### src/hw/rtl/bsc_pkg.sv
// bsc_pkg: types and constants shared by the bitmap store blocks
// holds item structs, controller commands/status and the state encoding
// no dependencies
`default_nettype none

package bsc_pkg;

  localparam logic [2:0] CMD_TEST    = 3'd0;
  localparam logic [2:0] CMD_SET     = 3'd1;
  localparam logic [2:0] CMD_CLEAR   = 3'd2;
  localparam logic [2:0] CMD_COUNT   = 3'd3;
  localparam logic [2:0] CMD_COMPARE = 3'd4;
  localparam logic [2:0] CMD_WRITE   = 3'd5;

  localparam logic [6:0] ACTIVE_RESET = 7'd64;
  localparam logic [7:0] BIT0_MASK    = 8'h80;

  typedef struct packed {
    logic [2:0] cmd;
    logic       which_map;
    logic [8:0] bit_index;
    logic [5:0] byte_index;
    logic [7:0] byte_value;
  } in_item_t;

  typedef struct packed {
    logic       bit_value;
    logic [9:0] set_count;
    logic [9:0] only_in_first;
    logic [9:0] only_in_second;
    logic       index_error;
  } out_item_t;

  typedef struct packed {
    logic load;
    logic clr_wr;
    logic ctr_clr;
    logic ctr_inc;
    logic acc_clr;
    logic rd_bit;
    logic rd_walk;
    logic wr_bit;
    logic wr_byte;
    logic emit;
  } ctl_t;

  typedef struct packed {
    logic [2:0] cmd;
    logic       err;
    logic       len_zero;
    logic       walk_last;
    logic       clr_last;
  } stat_t;

  typedef enum logic [2:0] {
    S_CLEAR,
    S_IDLE,
    S_DEC,
    S_READ,
    S_UPD,
    S_WALK,
    S_DRAIN,
    S_FIN
  } state_t;

  function automatic logic [3:0] ones8(input logic [7:0] v);
    logic [3:0] n;
    n = 4'd0;
    for (int k = 0; k < 8; k++) begin
      n = n + 4'(v[k]);
    end
    return n;
  endfunction

endpackage

`default_nettype wire

### src/hw/rtl/bitmap_store_with_count.sv
// bitmap_store_with_count: top level, two bit maps with test/set/clear/count/compare/write
// instantiates bsc_ctrl and bsc_dpath; uses bsc_pkg
// command steps: test/set/clear decode, read, update; write byte, errors, unused codes and
// zero length count/compare decode, finish; other count/compare decode, walk, drain, finish
// throughput: next command accepted in the out_valid cycle; walks read one byte per cycle
// reset: synchronous; a clearing pass over all BYTES addresses zeroes both maps, busy held high
`default_nettype none

module bitmap_store_with_count #(
  parameter int BYTES = 64
) (
  input  wire logic               clk,
  input  wire logic               rst_n,
  input  wire logic               start,
  output logic                    busy,
  input  wire bsc_pkg::in_item_t  in_data,
  output logic                    out_valid,
  output bsc_pkg::out_item_t      out_data,
  input  wire logic               cfg_valid,
  output logic                    cfg_ready,
  input  wire logic [6:0]         cfg_data
);
  import bsc_pkg::*;

  ctl_t  ctl;
  stat_t st;

  assign cfg_ready = 1'b1;

  bsc_ctrl u_ctrl (
    .clk       (clk),
    .rst_n     (rst_n),
    .start     (start),
    .busy      (busy),
    .out_valid (out_valid),
    .st        (st),
    .ctl       (ctl)
  );

  bsc_dpath #(
    .BYTES (BYTES)
  ) u_dpath (
    .clk      (clk),
    .rst_n    (rst_n),
    .in_data  (in_data),
    .cfg_we   (cfg_valid & cfg_ready),
    .cfg_data (cfg_data),
    .ctl      (ctl),
    .st       (st),
    .out_data (out_data)
  );

endmodule

`default_nettype wire

### src/hw/rtl/bsc_ctrl.sv
// bsc_ctrl: command sequencer for the bitmap store
// drives datapath commands from its status; uses bsc_pkg
`default_nettype none

module bsc_ctrl (
  input  wire logic            clk,
  input  wire logic            rst_n,
  input  wire logic            start,
  output logic                 busy,
  output logic                 out_valid,
  input  wire bsc_pkg::stat_t  st,
  output bsc_pkg::ctl_t        ctl
);
  import bsc_pkg::*;

  state_t state_r, state_nxt;
  logic   out_valid_r;

  always_ff @(posedge clk) begin
    if (!rst_n) begin
      state_r     <= S_CLEAR;
      out_valid_r <= 1'b0;
    end else begin
      state_r     <= state_nxt;
      out_valid_r <= ctl.emit;
    end
  end

  always_comb begin
    ctl       = '0;
    state_nxt = state_r;
    unique case (state_r)
      S_CLEAR: begin
        ctl.clr_wr  = 1'b1;
        ctl.ctr_inc = 1'b1;
        if (st.clr_last) begin
          state_nxt = S_IDLE;
        end
      end
      S_IDLE: begin
        if (start) begin
          ctl.load  = 1'b1;
          state_nxt = S_DEC;
        end
      end
      S_DEC: begin
        ctl.ctr_clr = 1'b1;
        ctl.acc_clr = 1'b1;
        unique case (st.cmd) inside
          CMD_TEST, CMD_SET, CMD_CLEAR: state_nxt = st.err ? S_FIN : S_READ;
          CMD_COUNT, CMD_COMPARE:       state_nxt = st.len_zero ? S_FIN : S_WALK;
          default:                      state_nxt = S_FIN;
        endcase
      end
      S_READ: begin
        ctl.rd_bit = 1'b1;
        state_nxt  = S_UPD;
      end
      S_UPD: begin
        ctl.emit   = 1'b1;
        ctl.wr_bit = (st.cmd == CMD_SET) || (st.cmd == CMD_CLEAR);
        state_nxt  = S_IDLE;
      end
      S_WALK: begin
        ctl.rd_walk = 1'b1;
        ctl.ctr_inc = 1'b1;
        if (st.walk_last) begin
          state_nxt = S_DRAIN;
        end
      end
      S_DRAIN: begin
        state_nxt = S_FIN;
      end
      S_FIN: begin
        ctl.emit    = 1'b1;
        ctl.wr_byte = (st.cmd == CMD_WRITE) && !st.err;
        state_nxt   = S_IDLE;
      end
      default: begin
        state_nxt = S_IDLE;
      end
    endcase
  end

  assign busy      = (state_r != S_IDLE);
  assign out_valid = out_valid_r;

endmodule

`default_nettype wire

### src/hw/rtl/bsc_dpath.sv
// bsc_dpath: bit map memories, walk counter, accumulators and result register
// executes commands from bsc_ctrl; uses bsc_pkg
`default_nettype none

module bsc_dpath #(
  parameter int BYTES = 64
) (
  input  wire logic              clk,
  input  wire logic              rst_n,
  input  wire bsc_pkg::in_item_t in_data,
  input  wire logic              cfg_we,
  input  wire logic [6:0]        cfg_data,
  input  wire bsc_pkg::ctl_t     ctl,
  output bsc_pkg::stat_t         st,
  output bsc_pkg::out_item_t     out_data
);
  import bsc_pkg::*;

  localparam int AW = (BYTES > 1) ? $clog2(BYTES) : 1;
  localparam int CW = (AW > 7) ? AW : 7;
  localparam int XW = (AW > 6) ? AW : 6;
  localparam logic [12:0]   BYTES_L   = 13'(BYTES);
  localparam logic [AW-1:0] LAST_ADDR = AW'(BYTES - 1);

  logic [7:0] map_a [BYTES];
  logic [7:0] map_b [BYTES];

  logic [6:0]    active_r;
  in_item_t      item_r;
  logic [AW-1:0] ctr_r;
  logic [7:0]    rd_a_r, rd_b_r;
  logic          acc_vld_r;
  logic [9:0]    acc_cnt_r, acc_one_r, acc_two_r;
  out_item_t     out_r;

  logic [6:0]    len;
  logic [5:0]    bit_byte;
  logic          err;
  logic [XW-1:0] bit_addr_x, byte_addr_x;
  logic [AW-1:0] bit_addr, byte_addr, rd_addr, wr_addr;
  logic          rd_en, we_a, we_b;
  logic [7:0]    wr_data, mask, sel_rd;
  out_item_t     res;

  // active length saturated to the store depth
  assign len = (13'(active_r) > BYTES_L) ? BYTES_L[6:0] : active_r;

  assign bit_byte    = item_r.bit_index[8:3];
  assign bit_addr_x  = XW'(bit_byte);
  assign byte_addr_x = XW'(item_r.byte_index);
  assign bit_addr    = bit_addr_x[AW-1:0];
  assign byte_addr   = byte_addr_x[AW-1:0];
  assign mask        = BIT0_MASK >> item_r.bit_index[2:0];
  assign sel_rd      = item_r.which_map ? rd_b_r : rd_a_r;

  always_comb begin
    case (item_r.cmd) inside
      CMD_TEST, CMD_SET, CMD_CLEAR: err = ({1'b0, bit_byte} >= len);
      CMD_WRITE:                    err = ({1'b0, item_r.byte_index} >= len);
      default:                      err = 1'b0;
    endcase
  end

  always_comb begin
    st.cmd       = item_r.cmd;
    st.err       = err;
    st.len_zero  = (len == 7'd0);
    st.walk_last = (CW'(ctr_r) + CW'(1)) == CW'(len);
    st.clr_last  = (ctr_r == LAST_ADDR);
  end

  // memory port muxing
  assign rd_en   = ctl.rd_bit | ctl.rd_walk;
  assign rd_addr = ctl.rd_walk ? ctr_r : bit_addr;

  always_comb begin
    we_a    = 1'b0;
    we_b    = 1'b0;
    wr_addr = ctr_r;
    wr_data = 8'h00;
    if (ctl.clr_wr) begin
      we_a = 1'b1;
      we_b = 1'b1;
    end else if (ctl.wr_bit) begin
      we_a    = !item_r.which_map;
      we_b    = item_r.which_map;
      wr_addr = bit_addr;
      wr_data = (item_r.cmd == CMD_SET) ? (sel_rd | mask) : (sel_rd & ~mask);
    end else if (ctl.wr_byte) begin
      we_a    = !item_r.which_map;
      we_b    = item_r.which_map;
      wr_addr = byte_addr;
      wr_data = item_r.byte_value;
    end
  end

  always_ff @(posedge clk) begin
    if (we_a) begin
      map_a[wr_addr] <= wr_data;
    end
    if (rd_en) begin
      rd_a_r <= map_a[rd_addr];
    end
  end

  always_ff @(posedge clk) begin
    if (we_b) begin
      map_b[wr_addr] <= wr_data;
    end
    if (rd_en) begin
      rd_b_r <= map_b[rd_addr];
    end
  end

  // control registers
  always_ff @(posedge clk) begin
    if (!rst_n) begin
      active_r  <= ACTIVE_RESET;
      ctr_r     <= '0;
      acc_vld_r <= 1'b0;
    end else begin
      acc_vld_r <= ctl.rd_walk;
      if (cfg_we) begin
        active_r <= cfg_data;
      end
      if (ctl.ctr_clr) begin
        ctr_r <= '0;
      end else if (ctl.ctr_inc) begin
        ctr_r <= ctr_r + AW'(1);
      end
    end
  end

  // payload registers
  always_ff @(posedge clk) begin
    if (ctl.load) begin
      item_r <= in_data;
    end
    if (ctl.acc_clr) begin
      acc_cnt_r <= '0;
      acc_one_r <= '0;
      acc_two_r <= '0;
    end else if (acc_vld_r) begin
      acc_cnt_r <= acc_cnt_r + 10'(ones8(sel_rd));
      acc_one_r <= acc_one_r + 10'(ones8(rd_a_r & ~rd_b_r));
      acc_two_r <= acc_two_r + 10'(ones8(rd_b_r & ~rd_a_r));
    end
    if (ctl.emit) begin
      out_r <= res;
    end
  end

  always_comb begin
    res.bit_value      = !err && (((item_r.cmd == CMD_TEST) && |(sel_rd & mask)) ||
                                  (item_r.cmd == CMD_SET));
    res.set_count      = (item_r.cmd == CMD_COUNT)   ? acc_cnt_r : 10'd0;
    res.only_in_first  = (item_r.cmd == CMD_COMPARE) ? acc_one_r : 10'd0;
    res.only_in_second = (item_r.cmd == CMD_COMPARE) ? acc_two_r : 10'd0;
    res.index_error    = err;
  end

  assign out_data = out_r;

endmodule

`default_nettype wire

### config.mk
export PLATFORM = sky130hd
export DESIGN_NAME = bitmap_store_with_count
export DESIGN_NICKNAME = d
export VERILOG_FILES = /design/src/hw/rtl/bsc_pkg.sv /design/src/hw/rtl/bitmap_store_with_count.sv /design/src/hw/rtl/bsc_ctrl.sv /design/src/hw/rtl/bsc_dpath.sv
export SDC_FILE = /design/constraint.sdc
export NUM_CORES = 2
export LEC_CHECK = 0
export BUFFER_PORTS_ARGS = -buffer_cell sky130_fd_sc_hd__clkbuf_2
export CAP_MARGIN = 20
export CORE_UTILIZATION = 50
export CTS_BUF_LIST = sky130_fd_sc_hd__clkbuf_4 sky130_fd_sc_hd__clkbuf_8
export DETAILED_ROUTE_END_ITERATION = 16
export GPL_ROUTABILITY_DRIVEN = 1
export HOLD_SLACK_MARGIN = 0.12
export PLACE_DENSITY_LB_ADDON = 0.25
export SKIP_CTS_REPAIR_TIMING = 1
export SYNTH_ARGS = -nofsm -noshare
export SYNTH_HDL_FRONTEND = slang
export SYNTH_SLANG_ARGS = --single-unit
### constraint.sdc
create_clock -name clk -period 14 [get_ports clk]
set_clock_uncertainty 0.1 [all_clocks]
set_input_delay 2.8 -clock clk [delete_from_list [all_inputs] [get_ports clk]]
set_output_delay 2.8 -clock clk [all_outputs]
set_load 0.02 [all_outputs]
Word level (Yosys, flattened, before mapping)
Memories as Yosys holds them, arrays and structs flattened. A register that Yosys moved wholly into a read port is not among the register bits.
Index checks and enable logic that the tools add are counted.
{"block": "op_classes", "n_eq_ne": 18, "reduce_logical": 17, "shifts": 1, "bitwise": 10, "n_addsub": 26, "n_mux": 39, "magnitude_cmp": 3}
{"cell": "adder 4 x 1 -> 4 bit", "n": 18}
{"cell": "two-way mux 8 bit", "n": 5}
{"cell": "bitwise AND 8 bit", "n": 4}
{"cell": "adder 10 x 4 -> 10 bit", "n": 3}
{"cell": "two-way mux 6 bit", "n": 4}
{"cell": "NOT 8 bit", "n": 3}
{"cell": "two-way mux 1 bit", "n": 22}
{"cell": "one-hot mux 3 bit (7 select lines)", "n": 1}
{"cell": "== test 3 bit, second input constant", "n": 6}
{"cell": ">= comparator 6 x 7 -> 1 bit", "n": 2}
{"cell": "== test 3 x 2 -> 1 bit, second input constant", "n": 4}
{"cell": "two-way mux 3 bit", "n": 4}
{"cell": "bitwise OR 8 bit", "n": 1}
{"cell": "OR reduction 2 bit", "n": 4}
{"cell": "OR reduction 8 bit", "n": 1}
{"cell": ">> shifter 8 x 3 -> 8 bit, first input constant", "n": 1}
{"cell": "adder 6 x 1 -> 7 bit, second input constant", "n": 1}
{"cell": "== test 7 bit", "n": 1}
{"cell": "> comparator 7 bit, second input constant", "n": 1}
{"cell": "logical NOT 7 bit", "n": 1}
{"cell": "two-way mux 7 bit", "n": 1}
{"cell": "adder 1 x 1 -> 2 bit", "n": 3}
{"cell": "adder 6 x 1 -> 6 bit, second input constant", "n": 1}
{"cell": "== test 3 x 1 -> 1 bit, second input constant", "n": 2}
{"cell": "other kinds (13)", "n": 20}
{"block": "totals", "wordCells": 134, "in_bits": 38, "ff_bits": 107, "output_inout_bits": 35, "mem_bits_rw": 1024, "n_memories": 2}
{"memory": "u_dpath.map_a", "words": 64, "width": 8, "rd": 1, "rd_clocked_by_memory_dff": 1, "wr": 1, "line_no": "bsc_dpath.sv:25", "text": "logic [7:0] map_a [BYTES];"}
{"memory": "u_dpath.map_b", "words": 64, "width": 8, "rd": 1, "rd_clocked_by_memory_dff": 1, "wr": 1, "line_no": "bsc_dpath.sv:26", "text": "logic [7:0] map_b [BYTES];"}

Logic depth before layout (Yosys ltp)
{"block": "logic_depth", "ltp_word": 13, "mapped_depth": 18, "depth_no_buf": 18}

By module
From an unflattened synthesis, not the netlist that was laid out.
{"block": "unflattened", "cells_unflattened": 4440, "area_unflattened_um2": 54644.9}
{"mod": "bsc_dpath", "area_per_inst_um2": 54285.8, "seq_area_each_um2": 33882.5, "cells_per_inst": 4395, "instances": 1}
{"mod": "bsc_ctrl", "area_per_inst_um2": 347.8, "seq_area_each_um2": 80.1, "cells_per_inst": 43, "instances": 1}
{"mod": "bitmap_store_with_count", "area_per_inst_um2": 11.3, "seq_area_each_um2": 0.0, "cells_per_inst": 2, "instances": 1}

Least setup slack after synthesis
No wires, ideal clock.
{"block": "synth_path", "path_kind": "reg-to-reg", "startpoint": "reg u_dpath.item_r[23] (netlist name)", "endpoint": "mem u_dpath.map_a[0][5] (data pin)", "setup_time_ns": 1.197, "path_buffers": 1, "synth_period_minus_slack_ns": 7.393, "path_slack_ns": 6.607, "required_ns": 12.703, "stages_incl_launch_ff": 5, "arrival_time_ns": 6.097, "path_cell_list": "edfxtp_1 -> buf_1 -> mux2_2 -> o21ai_0 -> o21ai_0"}
{"block": "synth_between", "elab_chain_cells": 5, "word_cells_on_any_way": 6, "cone_classes": "4 x mux; 2 x bitwise"}
{"item": "start: declaration", "line_no": "bsc_dpath.sv:29", "text": "in_item_t item_r;"}
{"item": "start signal: assignment", "line_no": "bsc_dpath.sv:137", "text": "item_r <= in_data;"}
{"item": "two-way mux 8 bit (*)", "line_no": "bsc_dpath.sv:54", "text": "assign sel_rd = item_r.which_map ? rd_b_r : rd_a_r;"}
{"item": "bitwise AND 8 bit or bitwise OR 8 bit (tied branches)", "line_no": "bsc_dpath.sv:88", "text": "wr_data = (item_r.cmd == CMD_SET) ? (sel_rd | mask) : (sel_rd & ~mask);"}
{"item": "two-way mux 8 bit (*)", "line_no": "bsc_dpath.sv:88"}
{"item": "two-way mux 8 bit (*)", "line_no": "bsc_dpath.sv:84", "text": "end else if (ctl.wr_bit) begin"}
{"item": "two-way mux 8 bit (*)", "line_no": "bsc_dpath.sv:81", "text": "if (ctl.clr_wr) begin"}
{"item": "via u_dpath.wr_data[5]", "line_no": "bsc_dpath.sv:42", "text": "logic [7:0] wr_data, mask, sel_rd;"}
{"item": "end: declaration", "line_no": "bsc_dpath.sv:25"}
The timed path passes the listed nets; every way through them passes the cells marked *.

Worst setup path after layout
{"block": "layout_path", "startpoint": "reg u_ctrl.state_r[2]", "endpoint": "reg u_dpath.rd_a_r[0], read port of u_dpath.map_a (data pin)"}
{"block": "layout_between", "elab_chain_cells": 3, "word_cells_on_any_way": 6, "cone_classes": "2 x eq/ne; 3 x mux; 1 x bitwise"}
{"item": "start: declaration", "line_no": "bsc_ctrl.sv:16", "text": "state_t state_r, state_nxt;"}
{"item": "start signal: assignment", "line_no": "bsc_ctrl.sv:24", "text": "state_r <= state_nxt;"}
{"item": "== test 3 bit or == test 3 x 2 -> 1 bit (tied branches)", "line_no": "bsc_ctrl.sv:32", "text": "unique case (state_r)"}
{"item": "two-way mux 1 bit", "line_no": "bsc_ctrl.sv:32"}
{"item": "two-way mux 6 bit or bitwise OR 1 bit (tied branches)", "line_no": "bsc_dpath.sv:74, bsc_dpath.sv:73"}
{"item": "end: declaration", "line_no": "bsc_dpath.sv:31", "text": "logic [7:0] rd_a_r, rd_b_r;"}
Several ways; a longest one is shown, not always the timed one.
A chain may end at the register's enable or synchronous reset.

==> metrics.txt <==
# TYPE chip_impl_metric gauge
chip_impl_metric{name="via_count",unit=""} 31300
chip_impl_metric{name="dpl.hpwl",unit="mm"} 76.5
chip_impl_metric{name="timing.critical_path.arrival",unit="ps"} 6000
chip_impl_metric{name="share_of_cells_above_drive_strength_1",unit=""} 0.125
chip_impl_info{name="post_synth_top_area_cell",value="sky130_fd_sc_hd__edfxtp_1"} 1
chip_impl_metric{name="clock_tree.htree_level_count",unit=""} 4
chip_impl_metric{name="post-route-cell-area",unit="µm²"} 53200
chip_impl_metric{name="core",unit="µm²"} 95000
chip_impl_metric{name="fmax",unit="MHz"} 181
chip_impl_metric{name="die_area",unit="µm²"} 97000
chip_impl_metric{name="globalRouteTotalUtil",unit=""} 0.266
chip_impl_metric{name="hold_slack",unit="ps"} 407
chip_impl_info{name="cp_endpoint_kind",value="register"} 1
chip_impl_metric{name="sequentialPowerShare",unit=""} 0.559
chip_impl_metric{name="place.detailed.instances",unit=""} 4899
chip_impl_metric{name="max_cap_violations",unit=""} 0
chip_impl_metric{name="wl_per_cell",unit="µm"} 24.7
chip_impl_info{name="post_synth_most_frequent_cells",value="sky130_fd_sc_hd__edfxtp_1 (1099), sky130_fd_sc_hd__nand2_1 (897), sky130_fd_sc_hd__nand3_1 (440)"} 1
chip_impl_info{name="rsz_0062_raised_after_global_routing",value="false"} 1
chip_impl_metric{name="synth-edff-count",unit=""} 1099
chip_impl_info{name="synth_flop_cell",value="sky130_fd_sc_hd__edfxtp_1"} 1
chip_impl_metric{name="sw_frac_of_total",unit=""} 0.205
chip_impl_metric{name="finalWeightedCongestion",unit=""} 0.906
chip_impl_metric{name="fin_crit_sh",unit=""} 0.394
chip_impl_metric{name="timing_worst_slew_pin_value",unit="ps"} 1140
chip_impl_metric{name="synth_top_area_frac",unit=""} 0.689
chip_impl_metric{name="die_width",unit="µm"} 312
chip_impl_metric{name="clk_latency",unit="ps"} 860
chip_impl_metric{name="area_growth",unit="%"} 11.1
chip_impl_metric{name="finalPower",unit="mW"} 6.67
chip_impl_metric{name="grt_start_max_net_pins",unit=""} 169
chip_impl_metric{name="ys_seq_elements",unit=""} 1147
chip_impl_info{name="clock_tree.root_cell",value="sky130_fd_sc_hd__clkbuf_8"} 1
chip_impl_metric{name="yosysSeqAreaShare",unit=""} 0.709
chip_impl_metric{name="syn_inst",unit=""} 3725
chip_impl_metric{name="total_placed_instance_area",unit="µm²"} 49400
chip_impl_metric{name="power.static_leakage",unit="nW"} 19.1
chip_impl_metric{name="fin_cells",unit=""} 5244
chip_impl_metric{name="clk_pin_slew",unit="ps"} 70
chip_impl_info{name="synth.area.top_cells",value="sky130_fd_sc_hd__edfxtp_1 (69%), sky130_fd_sc_hd__nand2_1 (7.0%), sky130_fd_sc_hd__nand3_1 (4.6%), sky130_fd_sc_hd__mux2i_1 (2.8%), sky130_fd_sc_hd__dfxtp_1 (2.0%)"} 1
chip_impl_metric{name="final_report_setup_violation_count",unit=""} 0
chip_impl_info{name="start_kind",value="register"} 1
chip_impl_metric{name="start_util",unit=""} 0.504
chip_impl_metric{name="p_int",unit="mW"} 5.30
chip_impl_metric{name="worst_ir_drop_vdd",unit="mV"} 0.0943
chip_impl_info{name="worst_path_class_setup",value="register to register"} 1
chip_impl_info{name="synth_most_common_cell",value="sky130_fd_sc_hd__edfxtp_1"} 1
chip_impl_metric{name="timing_max_transition_violations_final",unit=""} 0
chip_impl_metric{name="power.switching",unit="mW"} 1.37
chip_impl_metric{name="timing.critical_path.required",unit="ps"} 14490
chip_impl_metric{name="cts_made_buffers",unit=""} 184
chip_impl_metric{name="slew_headroom",unit=""} 0.236
chip_impl_metric{name="placement.io_buffers",unit=""} 71
chip_impl_metric{name="syn-cell-area",unit="µm²"} 47900
chip_impl_metric{name="postSynthAreaPerCell",unit="µm²"} 12.9
chip_impl_info{name="worst_hold_path_type",value="register to register"} 1
chip_impl_metric{name="combinational_share_of_power",unit=""} 0.009
chip_impl_metric{name="route.final.wire_length",unit="mm"} 130
chip_impl_metric{name="post-route-util",unit=""} 0.560
chip_impl_metric{name="post-route-min-period",unit="ps"} 5510
chip_impl_info{name="run_status",value="finished clean"} 1
chip_impl_metric{name="cts-root-to-sink-buffers",unit=""} 3
chip_impl_metric{name="number_of_warnings_issued_by_yosys",unit=""} 0
chip_impl_metric{name="drc_viols",unit=""} 0
chip_impl_metric{name="mappedNetlistNets",unit=""} 3812
chip_impl_metric{name="drt-vias-per-instance",unit=""} 5.97
chip_impl_metric{name="cts.sink_count",unit=""} 1147
chip_impl_metric{name="die_height",unit="µm"} 312
chip_impl_metric{name="global_route.overflow_total",unit=""} 0
chip_impl_metric{name="place_worst_setup_slack",unit="ps"} 8500
chip_impl_metric{name="finalSetupTns",unit="ps"} 0
chip_impl_metric{name="yosysUniqueCellTypes",unit=""} 75
chip_impl_metric{name="final-hold-violation-count",unit=""} 0
chip_impl_metric{name="number_of_global_route_vias_before_repair",unit=""} 30200
chip_impl_metric{name="clock_power_frac",unit=""} 0.432
chip_impl_metric{name="drt_first_iter_violations",unit=""} 3831
chip_impl_metric{name="largest_fanout_on_the_critical_path",unit=""} 94
chip_impl_metric{name="grt_first_pass_wirelength",unit="mm"} 193
chip_impl_metric{name="final_net_count",unit=""} 3923
chip_impl_metric{name="drt.antenna.violating_nets",unit=""} 0
chip_impl_metric{name="power_density",unit="nW/µm²"} 125
chip_impl_metric{name="synth_async_sr_flop_share",unit=""} 0
chip_impl_metric{name="dr.pass1.iters",unit=""} 5
chip_impl_metric{name="rows",unit=""} 113
chip_impl_metric{name="timing.final.ws_setup",unit="ps"} 8490
chip_impl_metric{name="boundaryPins",unit=""} 73
chip_impl_info{name="cts_tree",value="yes"} 1
chip_impl_metric{name="antenna_found_initial",unit=""} 1
[final timing paths]
path	start	end	slack (ps)	cells after the start
max	u_ctrl.state_r[2]	u_dpath.rd_a_r[0]	8490	9
min	u_dpath.acc_two_r[9]	u_dpath.acc_two_r[9]	410	2
max reg2reg	u_ctrl.state_r[2]	u_dpath.rd_a_r[0]	8490	9
min reg2reg	u_dpath.acc_two_r[9]	u_dpath.acc_two_r[9]	410	2
[power by group through the flow]
stage,sequential [mW],clock [mW],combinational (mW)
2_1_floorplan,3.80,0,0.0308
3_3_place_gp,3.80,0,0.0576
3_5_place_dp,3.80,0,0.0586
4_1_cts,3.73,2.92,0.0594
5_1_grt,3.73,3.06,0.0647
6_report,3.73,2.88,0.0611
[sequential cells by signal (all words and copies together), names as in the netlist, 3 cells and up]
name	cells
u_dpath.map_a	512
u_dpath.map_b	512
u_dpath.out_data	32
u_dpath.item_r	12
u_dpath.acc_cnt_r	10
u_dpath.acc_one_r	10
u_dpath.acc_two_r	10
u_dpath.rd_a_r	8
u_dpath.rd_b_r	8
u_dpath.active_r	7
u_dpath.bit_addr	6
u_dpath.byte_addr	6
u_dpath.ctr_r	6
u_ctrl.state_r	3
u_dpath.st	3
[cell usage in the layout, fill, tap and decap left out, types with 5 or more instances in the layout]
cell,count
sky130_fd_sc_hd__a2111oi_0,6
sky130_fd_sc_hd__a211oi_1,65
sky130_fd_sc_hd__a21o_1,11
sky130_fd_sc_hd__a21oi_1,46
sky130_fd_sc_hd__a22o_4,5
sky130_fd_sc_hd__a311oi_1,46
sky130_fd_sc_hd__a31oi_1,40
sky130_fd_sc_hd__a32oi_1,29
sky130_fd_sc_hd__and2_1,32
sky130_fd_sc_hd__and3_1,13
sky130_fd_sc_hd__buf_2,13
sky130_fd_sc_hd__buf_4,59
sky130_fd_sc_hd__bufinv_16,5
sky130_fd_sc_hd__clkbuf_2,72
sky130_fd_sc_hd__clkbuf_4,80
sky130_fd_sc_hd__clkbuf_8,193
sky130_fd_sc_hd__clkinv_1,34
sky130_fd_sc_hd__clkinv_2,9
sky130_fd_sc_hd__dfxtp_1,48
sky130_fd_sc_hd__edfxtp_1,1099
sky130_fd_sc_hd__fa_1,15
sky130_fd_sc_hd__ha_1,34
sky130_fd_sc_hd__inv_1,61
sky130_fd_sc_hd__mux2_2,15
sky130_fd_sc_hd__mux2i_1,132
sky130_fd_sc_hd__nand2_1,897
sky130_fd_sc_hd__nand2b_1,18
sky130_fd_sc_hd__nand3_1,440
sky130_fd_sc_hd__nand3b_1,10
sky130_fd_sc_hd__nand4_1,21
sky130_fd_sc_hd__nor2_1,168
sky130_fd_sc_hd__nor2b_1,27
sky130_fd_sc_hd__nor3_1,47
sky130_fd_sc_hd__nor3b_1,5
sky130_fd_sc_hd__o2111ai_1,18
sky130_fd_sc_hd__o21ai_0,15
sky130_fd_sc_hd__or4_1,15
sky130_fd_sc_hd__xnor2_1,19
sky130_fd_sc_hd__xor2_1,16
[worst max-delay path, cell delays in order, from the launching register on]
cell                      delay [ps]
sky130_fd_sc_hd__dfxtp_1         880
sky130_fd_sc_hd__and4b_1         310
sky130_fd_sc_hd__buf_4           370
sky130_fd_sc_hd__a21o_4          770
sky130_fd_sc_hd__buf_4           860
sky130_fd_sc_hd__buf_4           750
sky130_fd_sc_hd__nand3_1         140
sky130_fd_sc_hd__a32oi_1         260
sky130_fd_sc_hd__nand4_1         210
sky130_fd_sc_hd__or4_1           450
[cell families (layout without fill, tap and decap cells)]
group,Yosys count,count (layout),synth area share
buf+inv,292,545,0.0272
mux,151,151,0.0324
flops,1147,1147,0.709
xor+xnor,35,35,0.00640
compound gates,329,329,0.0517
simple gates,1721,1721,0.158
other cells,1,2,0.0000783
fa+ha+maj,49,49,0.0152
[area by class of cell]
type,count,area [µm²]
inverter,61,229
fill,7789,41800
sequential,1147,34000
clock buffer,268,3210
antenna,1,2.50
multi-input combinational,2286,12800
timing repair buffer,156,1030
clock inverter,60,445
tap,1265,1580
[routing by layer]
metal,GRT usage,vias up,routed length (µm)
met5,0,-,0
met4,0.125,0,5620
met3,0.0540,309,12400
met2,0.400,1711,58600
met1,0.374,15300,53100
li1,-,13900,-
Note: power is estimated with default switching activity, not from simulation.
